==> src/hdl/tha_pkg.sv <==
`default_nettype none

package tha_pkg;

    localparam int ADDR_W              = 32;
    localparam int PB_W                = 5;
    localparam int PCOUNT_W            = 8;
    localparam int NUM_PREFIX          = 9;
    localparam int COUNT_WIDTH_DEFAULT = 8;

    localparam logic [PB_W-1:0] PRIVACY_BITS_RESET = PB_W'(8);

    // Non-public prefixes: network and mask, checked in parallel
    localparam logic [ADDR_W-1:0] NP_NET [NUM_PREFIX] = '{
        32'h0000_0000, 32'h0A00_0000, 32'h7F00_0000, 32'hA9FE_0000, 32'hAC10_0000,
        32'hC000_0200, 32'hC058_6300, 32'hC0A8_0000, 32'hE000_0000
    };
    localparam logic [ADDR_W-1:0] NP_MASK [NUM_PREFIX] = '{
        32'hFF00_0000, 32'hFF00_0000, 32'hFF00_0000, 32'hFFFF_0000, 32'hFFF0_0000,
        32'hFFFF_FF00, 32'hFFFF_FF00, 32'hFFFF_0000, 32'hE000_0000
    };

    typedef struct packed {
        logic [ADDR_W-1:0] hop_address;
        logic              end_of_trace;
    } hop_t;

    typedef struct packed {
        logic [ADDR_W-1:0]   out_address;
        logic                leading_private;
        logic [PCOUNT_W-1:0] private_count;
        logic                trace_done;
    } result_t;

    typedef struct packed {
        logic seen_public;
        logic count_zero;
    } status_t;

endpackage

`default_nettype wire

==> src/hdl/tha_np_check.sv <==
`default_nettype none

module tha_np_check (
    input  wire logic [tha_pkg::ADDR_W-1:0] addr,
    output logic                            non_public
);
    import tha_pkg::*;

    logic [NUM_PREFIX-1:0] hit;

    // Compare against every non-public prefix at once
    always_comb
    begin
        for (int k = 0; k < NUM_PREFIX; k++)
        begin
            hit[k] = ((addr & NP_MASK[k]) == NP_NET[k]);
        end
    end

    assign non_public = |hit;

endmodule

`default_nettype wire

==> src/hdl/tha_trace_state.sv <==
`default_nettype none

module tha_trace_state #(
    parameter int COUNT_WIDTH = tha_pkg::COUNT_WIDTH_DEFAULT
) (
    input  wire logic                          clk,
    input  wire logic                          rst_n,
    input  wire logic                          advance,
    input  wire tha_pkg::hop_t                 hop,
    input  wire logic                          non_public,
    input  wire logic [tha_pkg::PB_W-1:0]      privacy_bits,
    output tha_pkg::result_t                   result,
    output tha_pkg::status_t                   status
);
    import tha_pkg::*;

    localparam int ExtW = COUNT_WIDTH + PCOUNT_W;

    logic                   seen_reg,  seen_next;
    logic [ADDR_W-1:0]      pub_reg,   pub_next;
    logic [COUNT_WIDTH-1:0] cnt_reg,   cnt_next;

    logic                   seen_upd;
    logic [ADDR_W-1:0]      pub_upd;
    logic [COUNT_WIDTH-1:0] cnt_upd;
    logic                   lead;
    logic [ADDR_W-1:0]      keep;
    logic                   in_subnet;
    logic [ExtW-1:0]        cnt_ext;

    // Classify the hop and work out the updated trace state
    always_comb
    begin
        seen_upd = seen_reg;
        pub_upd  = pub_reg;
        cnt_upd  = cnt_reg;
        lead     = 1'b0;
        if (!seen_reg)
        begin
            if (non_public)
            begin
                lead = 1'b1;
                if (cnt_reg != {COUNT_WIDTH{1'b1}})
                begin
                    cnt_upd = cnt_reg + COUNT_WIDTH'(1);
                end
            end
            else
            begin
                seen_upd = 1'b1;
                pub_upd  = hop.hop_address;
            end
        end

        keep      = {ADDR_W{1'b1}} << privacy_bits;
        in_subnet = seen_upd && (((hop.hop_address ^ pub_upd) & keep) == '0);
        cnt_ext   = ExtW'(cnt_upd);

        result.out_address     = in_subnet ? (hop.hop_address & keep) : hop.hop_address;
        result.leading_private = lead;
        result.private_count   = cnt_ext[PCOUNT_W-1:0];
        result.trace_done      = hop.end_of_trace;

        // Clear everything after the last hop of a trace
        if (hop.end_of_trace)
        begin
            seen_next = 1'b0;
            pub_next  = '0;
            cnt_next  = '0;
        end
        else
        begin
            seen_next = seen_upd;
            pub_next  = pub_upd;
            cnt_next  = cnt_upd;
        end
    end

    // Commit state as the item moves on
    always_ff @(posedge clk or negedge rst_n)
    begin
        if (!rst_n)
        begin
            seen_reg <= 1'b0;
            pub_reg  <= '0;
            cnt_reg  <= '0;
        end
        else if (advance)
        begin
            seen_reg <= seen_next;
            pub_reg  <= pub_next;
            cnt_reg  <= cnt_next;
        end
    end

    assign status.seen_public = seen_reg;
    assign status.count_zero  = (cnt_reg == '0);

endmodule

`default_nettype wire

==> src/hdl/tha_out_reg.sv <==
`default_nettype none

module tha_out_reg (
    input  wire logic             clk,
    input  wire logic             rst_n,
    input  wire logic             load,
    input  wire logic             take,
    input  wire tha_pkg::result_t result_in,
    output logic                  valid,
    output tha_pkg::result_t      result_out
);
    import tha_pkg::*;

    logic    valid_reg, valid_next;
    result_t data_reg;

    // Fill when loaded, empty when taken
    always_comb
    begin
        valid_next = valid_reg;
        if (load)
        begin
            valid_next = 1'b1;
        end
        else if (take)
        begin
            valid_next = 1'b0;
        end
    end

    always_ff @(posedge clk or negedge rst_n)
    begin
        if (!rst_n)
        begin
            valid_reg <= 1'b0;
        end
        else
        begin
            valid_reg <= valid_next;
        end
    end

    // Hold the payload until a new item arrives
    always_ff @(posedge clk)
    begin
        if (load)
        begin
            data_reg <= result_in;
        end
    end

    assign valid      = valid_reg;
    assign result_out = data_reg;

endmodule

`default_nettype wire

==> src/hdl/traceroute_hop_anonymizer_unit.sv <==
// Traceroute hop anonymizer.
// Input channel: hop_valid / hop_stall with hop_address and end_of_trace,
// one hop per item, hops of a trace in order, the last one flagged.
// Result channel: result_valid / result_stall with out_address,
// leading_private, private_count and trace_done, one result per hop.
// Configuration: cfg_valid / cfg_ready writes privacy_bits from cfg_data;
// cfg_ready is always high. Write it only while no hop is in flight.
// Path: an accepted hop is held in the input register, then moves to the
// result register once that is empty or being taken, and is presented
// from there while result_valid is high.
// Throughput: one hop per cycle while result_stall is low; the combinational
// classify-and-mask logic between the two registers includes the trace state update.
// Reset clears the trace state, empties both pipeline registers and sets
// privacy_bits to 8. When result_stall is high the result holds, the input
// register fills, and hop_stall then rises until the result is taken.
`default_nettype none

module traceroute_hop_anonymizer_unit #(
    parameter int COUNT_WIDTH = tha_pkg::COUNT_WIDTH_DEFAULT
) (
    input  wire logic                         clk,
    input  wire logic                         rst_n,
    input  wire logic                         hop_valid,
    output logic                              hop_stall,
    input  wire logic [tha_pkg::ADDR_W-1:0]   hop_address,
    input  wire logic                         end_of_trace,
    output logic                              result_valid,
    input  wire logic                         result_stall,
    output logic [tha_pkg::ADDR_W-1:0]        out_address,
    output logic                              leading_private,
    output logic [tha_pkg::PCOUNT_W-1:0]      private_count,
    output logic                              trace_done,
    input  wire logic                         cfg_valid,
    output logic                              cfg_ready,
    input  wire logic [tha_pkg::PB_W-1:0]     cfg_data
);
    import tha_pkg::*;

    logic            in_valid_reg, in_valid_next;
    hop_t            in_reg;
    logic [PB_W-1:0] pbits_reg;
    logic            advance;
    logic            hop_accept;
    logic            non_public;
    result_t         result_c;
    result_t         result_q;
    status_t         status;

    // Move on when the result register is empty or being taken
    assign advance    = !result_valid || !result_stall;
    assign hop_stall  = in_valid_reg && !advance;
    assign hop_accept = hop_valid && !hop_stall;
    assign cfg_ready  = 1'b1;

    // Input register control
    always_comb
    begin
        in_valid_next = in_valid_reg;
        if (hop_accept)
        begin
            in_valid_next = 1'b1;
        end
        else if (advance)
        begin
            in_valid_next = 1'b0;
        end
    end

    always_ff @(posedge clk or negedge rst_n)
    begin
        if (!rst_n)
        begin
            in_valid_reg <= 1'b0;
        end
        else
        begin
            in_valid_reg <= in_valid_next;
        end
    end

    // Capture the hop
    always_ff @(posedge clk)
    begin
        if (hop_accept)
        begin
            in_reg.hop_address  <= hop_address;
            in_reg.end_of_trace <= end_of_trace;
        end
    end

    // Privacy width register
    always_ff @(posedge clk or negedge rst_n)
    begin
        if (!rst_n)
        begin
            pbits_reg <= PRIVACY_BITS_RESET;
        end
        else if (cfg_valid && cfg_ready)
        begin
            pbits_reg <= cfg_data;
        end
    end

    tha_np_check u_np_check (
        .addr       (in_reg.hop_address),
        .non_public (non_public)
    );

    tha_trace_state #(
        .COUNT_WIDTH (COUNT_WIDTH)
    ) u_trace_state (
        .clk          (clk),
        .rst_n        (rst_n),
        .advance      (advance && in_valid_reg),
        .hop          (in_reg),
        .non_public   (non_public),
        .privacy_bits (pbits_reg),
        .result       (result_c),
        .status       (status)
    );

    tha_out_reg u_out_reg (
        .clk        (clk),
        .rst_n      (rst_n),
        .load       (advance && in_valid_reg),
        .take       (!result_stall),
        .result_in  (result_c),
        .valid      (result_valid),
        .result_out (result_q)
    );

    assign out_address     = result_q.out_address;
    assign leading_private = result_q.leading_private;
    assign private_count   = result_q.private_count;
    assign trace_done      = result_q.trace_done;

    // Stall only with an item waiting in the input register
    a_stall_has_item: assert property (@(posedge clk) disable iff (!rst_n)
        hop_stall |-> in_valid_reg)
        else $error("hop_stall without a held item");

    // A waiting item refills the result register as soon as it drains
    a_refill: assert property (@(posedge clk) disable iff (!rst_n)
        (in_valid_reg && advance) |=> result_valid)
        else $error("result register not refilled");

    // Trace state is cleared once the last hop moves on
    a_trace_clear: assert property (@(posedge clk) disable iff (!rst_n)
        (in_valid_reg && advance && in_reg.end_of_trace) |=>
            (!status.seen_public && status.count_zero))
        else $error("trace state not cleared after last hop");

    // No leading private hop is flagged after a public hop was seen
    a_no_lead_after_public: assert property (@(posedge clk) disable iff (!rst_n)
        (in_valid_reg && status.seen_public) |-> !result_c.leading_private)
        else $error("leading private flag after public hop");

endmodule

`default_nettype wire

==> config.mk <==
export PLATFORM = sky130hd
export DESIGN_NAME = traceroute_hop_anonymizer_unit
export DESIGN_NICKNAME = d
export VERILOG_FILES = /design/src/hdl/tha_pkg.sv /design/src/hdl/tha_np_check.sv /design/src/hdl/tha_trace_state.sv /design/src/hdl/tha_out_reg.sv /design/src/hdl/traceroute_hop_anonymizer_unit.sv
export SDC_FILE = /design/constraint.sdc
export NUM_CORES = 1
export LEC_CHECK = 0
export BUFFER_PORTS_ARGS = -buffer_cell sky130_fd_sc_hd__buf_2
export CAP_MARGIN = 25
export CORE_MARGIN = 3
export CORE_UTILIZATION = 45
export CTS_BUF_LIST = sky130_fd_sc_hd__clkbuf_2
export CTS_CLUSTER_DIAMETER = 150
export DETAILED_ROUTE_END_ITERATION = 12
export MAX_ROUTING_LAYER = met4
export PLACE_DENSITY_LB_ADDON = 0.15
export SLEW_MARGIN = 40
export SYNTH_ARGS = -nofsm -noshare
export SYNTH_HDL_FRONTEND = slang
export SYNTH_SLANG_ARGS = --single-unit
==> constraint.sdc <==
create_clock -name clk -period 5.5 [get_ports clk]
set_clock_uncertainty 0.15 [all_clocks]
set_input_delay 1.1 -clock clk [delete_from_list [all_inputs] [get_ports clk]]
set_output_delay 1.1 -clock clk [all_outputs]
set_load 0.01 [all_outputs]
# ---- Word-level counts from Yosys, hierarchy flattened
# Cells that the tools add are included.
dict set report word_totals {
  out_inout_bits 45
  inputBits 43
  word_cells 56
  register_bits 123
}
dict set report op_classes {
  bitwise_logic 3
  muxes 16
  eq_ne 10
  n_addsub 1
  n_reduce_logical 13
  shift 1
}
# op n
set ops {}
lappend ops {{$mux W32} 4}
lappend ops {{$and A32 B32 Y32} 2}
lappend ops {{$logic_not A32 Y1} 2}
lappend ops {{$eq A24 B24 Y1 const B} 2}
lappend ops {{$eq A16 B16 Y1 const B} 2}
lappend ops {{$mux W8} 4}
lappend ops {{$shl A32 B5 Y32 const A} 1}
lappend ops {{$xor A32 B32 Y32} 1}
lappend ops {{$eq A12 B12 Y1 const B} 1}
lappend ops {{$reduce_or A9 Y1} 1}
lappend ops {{$add A8 B1 Y8 const B} 1}
lappend ops {{$eq A8 B4 Y1 const B} 1}
lappend ops {{$eq A8 B7 Y1 const B} 1}
lappend ops {{$mux W1} 8}
lappend ops {{$ne A8 B8 Y1 const B} 1}
lappend ops {{$logic_and A1 B1 Y1} 4}
lappend ops {{$logic_not A1 Y1} 4}
lappend ops {{$eq A3 B3 Y1 const B} 1}
lappend ops {{$ne A2 B1 Y1 const B} 1}
lappend ops {{$reduce_bool A2 Y1} 1}
lappend ops {{$logic_or A1 B1 Y1} 1}

# ---- Depth between registers and ports, before layout
# Gate-level depths: netlist (run 1).
dict set report logic_depth {
  ltp_word 9
  depth_mapped 9
  mapped_depth_nobuf 7
}

# ---- Cells and area by module
# From an unflattened synthesis (run 1), not the netlist that was laid out.
dict set report hier_totals {
  hier_cells 508
  hier_area_um2 5999.5
}
# module seq_area_each_um2 area_each_um2 cells_per_inst n_inst
set by_module_without_submodules {}
lappend by_module_without_submodules {tha_trace_state 1026.0 3269.4 383 1}
lappend by_module_without_submodules {tha_out_reg 1286.2 1297.5 45 1}
lappend by_module_without_submodules {traceroute_hop_anonymizer_unit 1142.3 1242.4 52 1}
lappend by_module_without_submodules {tha_np_check 0.0 190.2 28 1}

# ---- Least setup slack after synthesis (run 1)
# Ideal clock, no wire load.
dict set report synth_timing {
  path_type {in2reg}
  startpoint {input port result_stall}
  endpoint {register u_trace_state.pub_reg[30]}
  arrival_ns 3.279
  setup_time_ns 0.066
  t_required_ns 5.284
  slack_ns 2.005
  path_stages 7
  path_buffers 1
  path_cell_list {nand2_1 nand2_1 inv_1 nand2b_1 nor3_1 clkbuf_1 a22o_1}
}
dict set report synth_via {
  elab_chain_len 3
}
# element line_no
set synth_rtl {}
lappend synth_rtl {{from (decl)} traceroute_hop_anonymizer_unit.sv:28} ;# input wire logic result_stall,
lappend synth_rtl {{$logic_not A1 Y1} n/a}
lappend synth_rtl {{$logic_or A1 B1 Y1} traceroute_hop_anonymizer_unit.sv:50} ;# assign advance = !result_valid || !result_stall;
lappend synth_rtl {{$logic_and A1 B1 Y1} n/a}
lappend synth_rtl {{via u_out_reg.load} tha_out_reg.sv:6} ;# input wire logic load,
lappend synth_rtl {{to (signal assigned)} tha_trace_state.sv:91} ;# pub_reg <= pub_next;
lappend synth_rtl {{to (decl)} tha_trace_state.sv:20} ;# logic [ADDR_W-1:0] pub_reg, pub_next;
# The timed path passes the listed nets, and every way through them passes these cells.
# A chain may end at the register's enable or synchronous reset.

==> metrics.yaml, run 1 <==
grtUsageTotal_pct: 21.4
timing.hold.ws_ns: 0.314
synth_top_cell_area_share_pct: 40.5
synth-async-reset-ratio_pct: 39.0
overflow: 0
final_util_pct: 54.8
tns_ns: 0
min_period_ns: 3.55
initial_core_util_pct: 47.3
maxSlewViolCount: 0
syn_nets: 485
critPathSlowestCell: "dfrtp_1"
die_x_um: 117
clkSinkCount: 123
finalWorstSetupSlack_ns: 1.95
fillers: 1007
grt_pass1_wl_um: 20900
drtAntennaViolNets: 0
rsz0062_at_grt: "false"
tightestPinTransition_ns: 0.675
synth_seq_cells: 123
cts_buffers: 17
period_share_pct: 64.6
hpwlAfterDp_um: 9390
yosysWarnings: 0
antenna_found_initial: 0
synth.avg_cell_area_um2: 12.6
layout_commonest_cell: "buf_2"
syn_area_mm2: 0.00557
final_net_count: 571
hold_viol: 0
crit_chain: "nor2_1, and2_1, a22o_1, a221o_1, a2111oi_0, a31oi_2, buf_4, o31a_1"
core_mm2: 0.0118
pre_cts_slack_ns: 2.01
syn_inst: 441
cap_violations: 0
drtIter0Drc: 353
timing.fmax_mhz: 282
critPathLaunchType: "flop"
grt_max_degree: 49
placed_cells: 672
slowest_delay_ns: 0.79
layout-drive-gt1-share_pct: 26.1
dieHeight_um: 117
synth_cell_types: 57
critPathKind: "reg2reg"
via_per_inst: 5.57
worstHoldPathType: "in2async"
tritoncts: "yes"
max-slew-margin-rel_pct: 55.0
synth_area_leaders: "edfxtp_1, dfrtp_1, a22o_1"
vias: 3920
grt_pass1_vias: 3744
crit_family: "compound AO/OA/AOI/OAI gates"
final-setup-viol-count: 0
wl_per_cell_um: 19.4
path_buf_inv: 1
final_cell_mix: "buf_2, edfxtp_1, dfrtp_1"
cts.reportedPaths.clkPinSlew_ns: 0.20
p_leak_uw: 0.00263
crit_fanout: 23
drc_errors: 0
h-tree-depth: 4
cts_setup_buffers: 0
port_buffers: 86
boundaryPins: 88
drt_wl_total_um: 13700
largest_reg_flops: 42
ir_drop_v: 0.000294
cts_buffer_depth: 2
yosys.area.top_type: "edfxtp_1"
dieArea_mm2: 0.0137
status: "complete, no violations"
synth_top_flop_cell: "edfxtp_1"
synth_edf_count: 75
postCtsHoldBufs: 0
dr.pass1.iters: 5
area_delta_synth_final_pct: 15.8
clkLatencyLatePin_ns: 0.71
routabilityCongestion: 0.908
crit_path_end_kind: "flop"
antenna_cells: 0
cp.arrival_ns: 3.90
cts_repair_resize_count: 0
yosysSeqAreaShare_pct: 62.1
fin_cells: 704
cts-root-buf: "clkbuf_2"
crit_required_ns: 5.85
power_density_mw_per_mm2: 348
std_cell_rows: 39
==> cell type report <==
class                      count  area [µm²]  share of cell area, %
tap                          164         205                   3.18
multi-input combinational    283        1970                   30.5
clock buffer                  17        85.1                   1.32
timing repair buffer          92         475                   7.37
sequential                   123        3450                   53.6
clock inverter                15         223                   3.45
inverter                      10        37.5                  0.582
==> report_power, final <==
| part | switching, µW | total, µW | internal (µW) |
|---|---|---|---|
| clock | 348 | 694 | 345 |
| sequential | 103 | 1200 | 1100 |
| combinational | 196 | 349 | 153 |
| total | 647 | 2250 | 1600 |
==> per-layer routing <==
metal  share of wire [%]  track usage (%)  vias up  wire length, µm
li1                    -                -     1843                -
met1                  47             28.9     1939             6390
met2                  47             31.1      122             6360
met3                 5.0             4.88       16              683
met4                 1.6             9.17        0              216
met5                   0                -        -                0
==> Yosys cell counts, types with 2 or more instances <==
cell and count:
a21oi_2 2, a31o_2 2, a22o_1 34, a211o_1 2, a31oi_1 4, inv_1 10, o21a_1 27, nand3_1 15
mux2_2 5, a22oi_1 5, dfrtp_1 47, nor4b_1 4, buf_2 10, o22ai_1 2, edfxtp_1 75, nand4_1 3
nand2b_1 7, clkbuf_1 10, o211ai_1 2, a21oi_1 14, a2111oi_0 3, nor2_1 20, nor4_1 4, nor3_1 11
xor2_1 27, or3_1 2, xnor2_1 10, and2_1 6, buf_1 2, o21ai_0 12, or2_2 2, nand2_1 22
a211oi_1 5, and3_1 6, o31a_1 6, buf_4 2
==> per-stage QoR <==
stage,power (µW),cell area [µm²]
3_5_place_dp,1570,6140
3_3_place_gp,1560,6140
5_1_grt,2360,6450
6_report,2250,6450
2_1_floorplan,1430,5570
4_1_cts,2270,6450
==> final timing paths <==
kind,slack (ns),depth (start not counted),end,start
hold reg to reg,0.39,1,u_out_reg.valid$_DFFE_PN0P_,in_valid_reg$_DFFE_PN0P_
setup / recovery,1.95,8,u_out_reg.result_out[32]$_DFFE_PP_,pbits_reg[4]$_DFFE_PN0P_
max in group asynchronous,4.41,2,u_trace_state.pub_reg[15]$_DFFE_PN0P_,rst_n
setup reg to reg,1.95,8,u_out_reg.result_out[32]$_DFFE_PP_,pbits_reg[4]$_DFFE_PN0P_
hold / removal,0.31,2,u_trace_state.pub_reg[7]$_DFFE_PN0P_,rst_n
min in group clk,0.39,1,u_out_reg.valid$_DFFE_PN0P_,in_valid_reg$_DFFE_PN0P_
==> cells by family (layout without fill, tap and decap cells) <==
kind of cell               Yosys count  after routing  synth area share, %
xor gates and xnor gates            37             37                 5.82
other                                1              1               0.0674
DFF                                123            123                 62.1
buffers and inverters               35            134                 2.86
AOI/OAI and AO/OA                  127            127                 17.2
adders and majority gates            1              1                0.225
and+or+nand+nor                    112            112                 10.8
muxes                                5              5                 1.01
No activity file was read; power rests on OpenSTA's default activity.
==> inputs of run 2 (changes only) <==
==> constraint.sdc (replaced) <==
create_clock -name clk -period 3.3 [get_ports clk]
set_clock_uncertainty 0.15 [all_clocks]
set_input_delay 0.66 -clock clk [delete_from_list [all_inputs] [get_ports clk]]
set_output_delay 0.66 -clock clk [all_outputs]
set_load 0.01 [all_outputs]
==> metrics.yaml, run 2 (synthesis gave the netlist of run 1 again) <==
status: "complete, no violations"  # unchanged
cts_buffers: 17  # unchanged
cts.reportedPaths.clkPinSlew_ns: 0.17  # was 0.20 ns
grtUsageTotal_pct: 22.7  # was 21.4%
via_per_inst: 5.55  # was 5.57
cap_violations: 0  # unchanged
critPathLaunchType: "flop"  # unchanged
die_x_um: 117  # unchanged
largest_reg_flops: 42  # unchanged
dieArea_mm2: 0.0137  # unchanged
crit_chain: "xnor2_1, o21ai_0, a2111oi_0, o211ai_1, nor4b_1, a31oi_2, buf_4, o31a_1"  # was nor2_1, and2_1, a22o_1, a221o_1, a2111oi_0, a31oi_2, buf_4, o31a_1
layout_commonest_cell: "buf_2"  # unchanged
maxSlewViolCount: 0  # unchanged
crit_path_end_kind: "flop"  # unchanged
critPathKind: "reg2reg"  # unchanged
max-slew-margin-rel_pct: 55.6  # was 55.0%
cts_setup_buffers: 0  # unchanged
vias: 4178  # was 3920
drt_wl_total_um: 14400  # was 13700 µm
tns_ns: 0  # unchanged
clkLatencyLatePin_ns: 0.69  # was 0.71 ns
grt_pass1_wl_um: 22200  # was 20900 µm
h-tree-depth: 4  # unchanged
grt_max_degree: 49  # unchanged
core_mm2: 0.0118  # unchanged
drtIter0Drc: 328  # was 353
crit_required_ns: 3.60  # was 5.85 ns
slowest_delay_ns: 0.57  # was 0.79 ns
hpwlAfterDp_um: 9560  # was 9390 µm
timing.fmax_mhz: 313  # was 282 MHz
tightestPinTransition_ns: 0.666  # was 0.675 ns
ir_drop_v: 0.000276  # was 0.000294 V
p_leak_uw: 0.00278  # was 0.00263 µW
cts-root-buf: "clkbuf_2"  # unchanged
cts_buffer_depth: 2  # unchanged
clkSinkCount: 123  # unchanged
std_cell_rows: 39  # unchanged
overflow: 0  # unchanged
final_cell_mix: "buf_2, edfxtp_1, dfrtp_1"  # unchanged
area_delta_synth_final_pct: 21.6  # was 15.8%
final_net_count: 620  # was 571
initial_core_util_pct: 47.3  # unchanged
min_period_ns: 3.19  # was 3.55 ns
drc_errors: 0  # unchanged
dr.pass1.iters: 5  # unchanged
crit_fanout: 22  # was 23
crit_cells: 8  # unchanged
worstHoldPathType: "in2reg"  # was in2async
drtAntennaViolNets: 0  # unchanged
fin_cells: 753  # was 704
power_uw: 3350  # was 2250 µW
antenna_found_initial: 0  # unchanged
routabilityCongestion: 0.908  # about the same
holdPathStages: 3
placed_cells: 681  # was 672
grt_pass1_vias: 4068  # was 3744
dieHeight_um: 117  # unchanged
reg2reg_depth: 8  # unchanged
path_buf_inv: 1  # unchanged
cp.arrival_ns: 3.49  # was 3.90 ns
port_buffers: 86  # unchanged
tritoncts: "yes"  # unchanged
boundaryPins: 88  # unchanged
antenna_cells: 0  # unchanged
rsz0062_at_grt: "false"  # unchanged
fillers: 995  # was 1007
crit_family: "compound AO/OA/AOI/OAI gates"  # unchanged
wl_per_cell_um: 19.1  # was 19.4 µm
final-setup-viol-count: 0  # unchanged
power_density_mw_per_mm2: 495  # was 348 mW/mm²
layout-drive-gt1-share_pct: 25.0  # was 26.1%
critPathSlowestCell: "nor4b_1"  # was dfrtp_1
period_share_pct: 96.8  # was 64.6%
hold_viol: 0  # unchanged
run 2: cell types whose count changed in the layout (fill, tap and decap cells not counted):
cell,previous run,this run
dlygate4sd3_1,0,40
buf_4,6,15
clkbuf_2,17,24
bufinv_16,5,0
clkinv_4,5,0
clkinv_1,2,6
clkinv_2,1,2
clkinvlp_4,1,0
dfrtp_1,47,46
dfrtp_2,0,1
inv_6,1,0
nor3_2,1,0
nor3_4,0,1
run 2: worst paths after layout:
path                                                       start                                    end  slack (ns)
setup / recovery                            in_reg[23]$_DFFE_PP_     u_out_reg.result_out[26]$_DFFE_PP_        0.11
hold / removal                                      result_stall            u_out_reg.valid$_DFFE_PN0P_         0.1
setup reg to reg                            in_reg[23]$_DFFE_PP_     u_out_reg.result_out[26]$_DFFE_PP_        0.11
hold reg to reg            u_trace_state.pub_reg[19]$_DFFE_PN0P_  u_trace_state.pub_reg[19]$_DFFE_PN0P_        0.39
max in group asynchronous                                  rst_n   u_trace_state.cnt_reg[6]$_DFFE_PN0P_        2.07
min in group asynchronous                                  rst_n  u_trace_state.pub_reg[21]$_DFFE_PN0P_        0.43
run 2: area by class of cell:
cell class                 instances  area [µm²]  share of cell area (%)
clock buffer                      24         120                    1.77
timing repair buffer             141         943                    13.9
inverter                          10        37.5                   0.555
clock inverter                     8        32.5                   0.481
tap                              164         205                    3.03
sequential                       123        3460                    51.1
multi-input combinational        283        1970                    29.2
run 2: through the flow:
step / setup WS (ns) / utilization (%) / hold WS, ns / instance area (µm²)
after floorplan: 0.245 / - / 0.214 / 5570
after global placement: 0.255 / 52.8 / 0.338 / 6210
after detailed placement: 0.234 / 52.8 / 0.352 / 6210
after CTS: 0.215 / 57.5 / 0.0143 / 6760
after global routing: 0.0487 / 57.5 / 0.0329 / 6770
final: 0.107 / 57.5 / 0.0963 / 6770
run 2: what timing repair did:
| item | CTS | global route |
|---|---|---|
| endpoints found under the setup margin | 0 | 2 |
| hold endpoints to repair | 86 | 0 |
| resized for setup | 0 | 1 |
| hold buffers | 40 | 0 |
run 2: power breakdown:
part | leakage, µW | switching (µW) | internal (µW)
combinational | 0.00131 | 353 | 302
clock | 0.000117 | 502 | 200
sequential | 0.00135 | 160 | 1830
run 2: layer usage:
| metal | part of all wire (%) | track usage [%] |
|---|---|---|
| met5 | 0 | - |
| met4 | 2.4 | 9.56 |
| met3 | 5.4 | 6.63 |
| met2 | 47 | 33.4 |
| met1 | 45 | 29.3 |
run 2: worst reg2reg max path: stages, from the launching register on:
cell and delay [ns]:
edfxtp_1 0.54, xnor2_1 0.27, o21ai_0 0.13, a2111oi_0 0.40, o211ai_1 0.14, nor4b_1 0.57, a31oi_2 0.18, buf_4 0.26
o31a_1 0.31
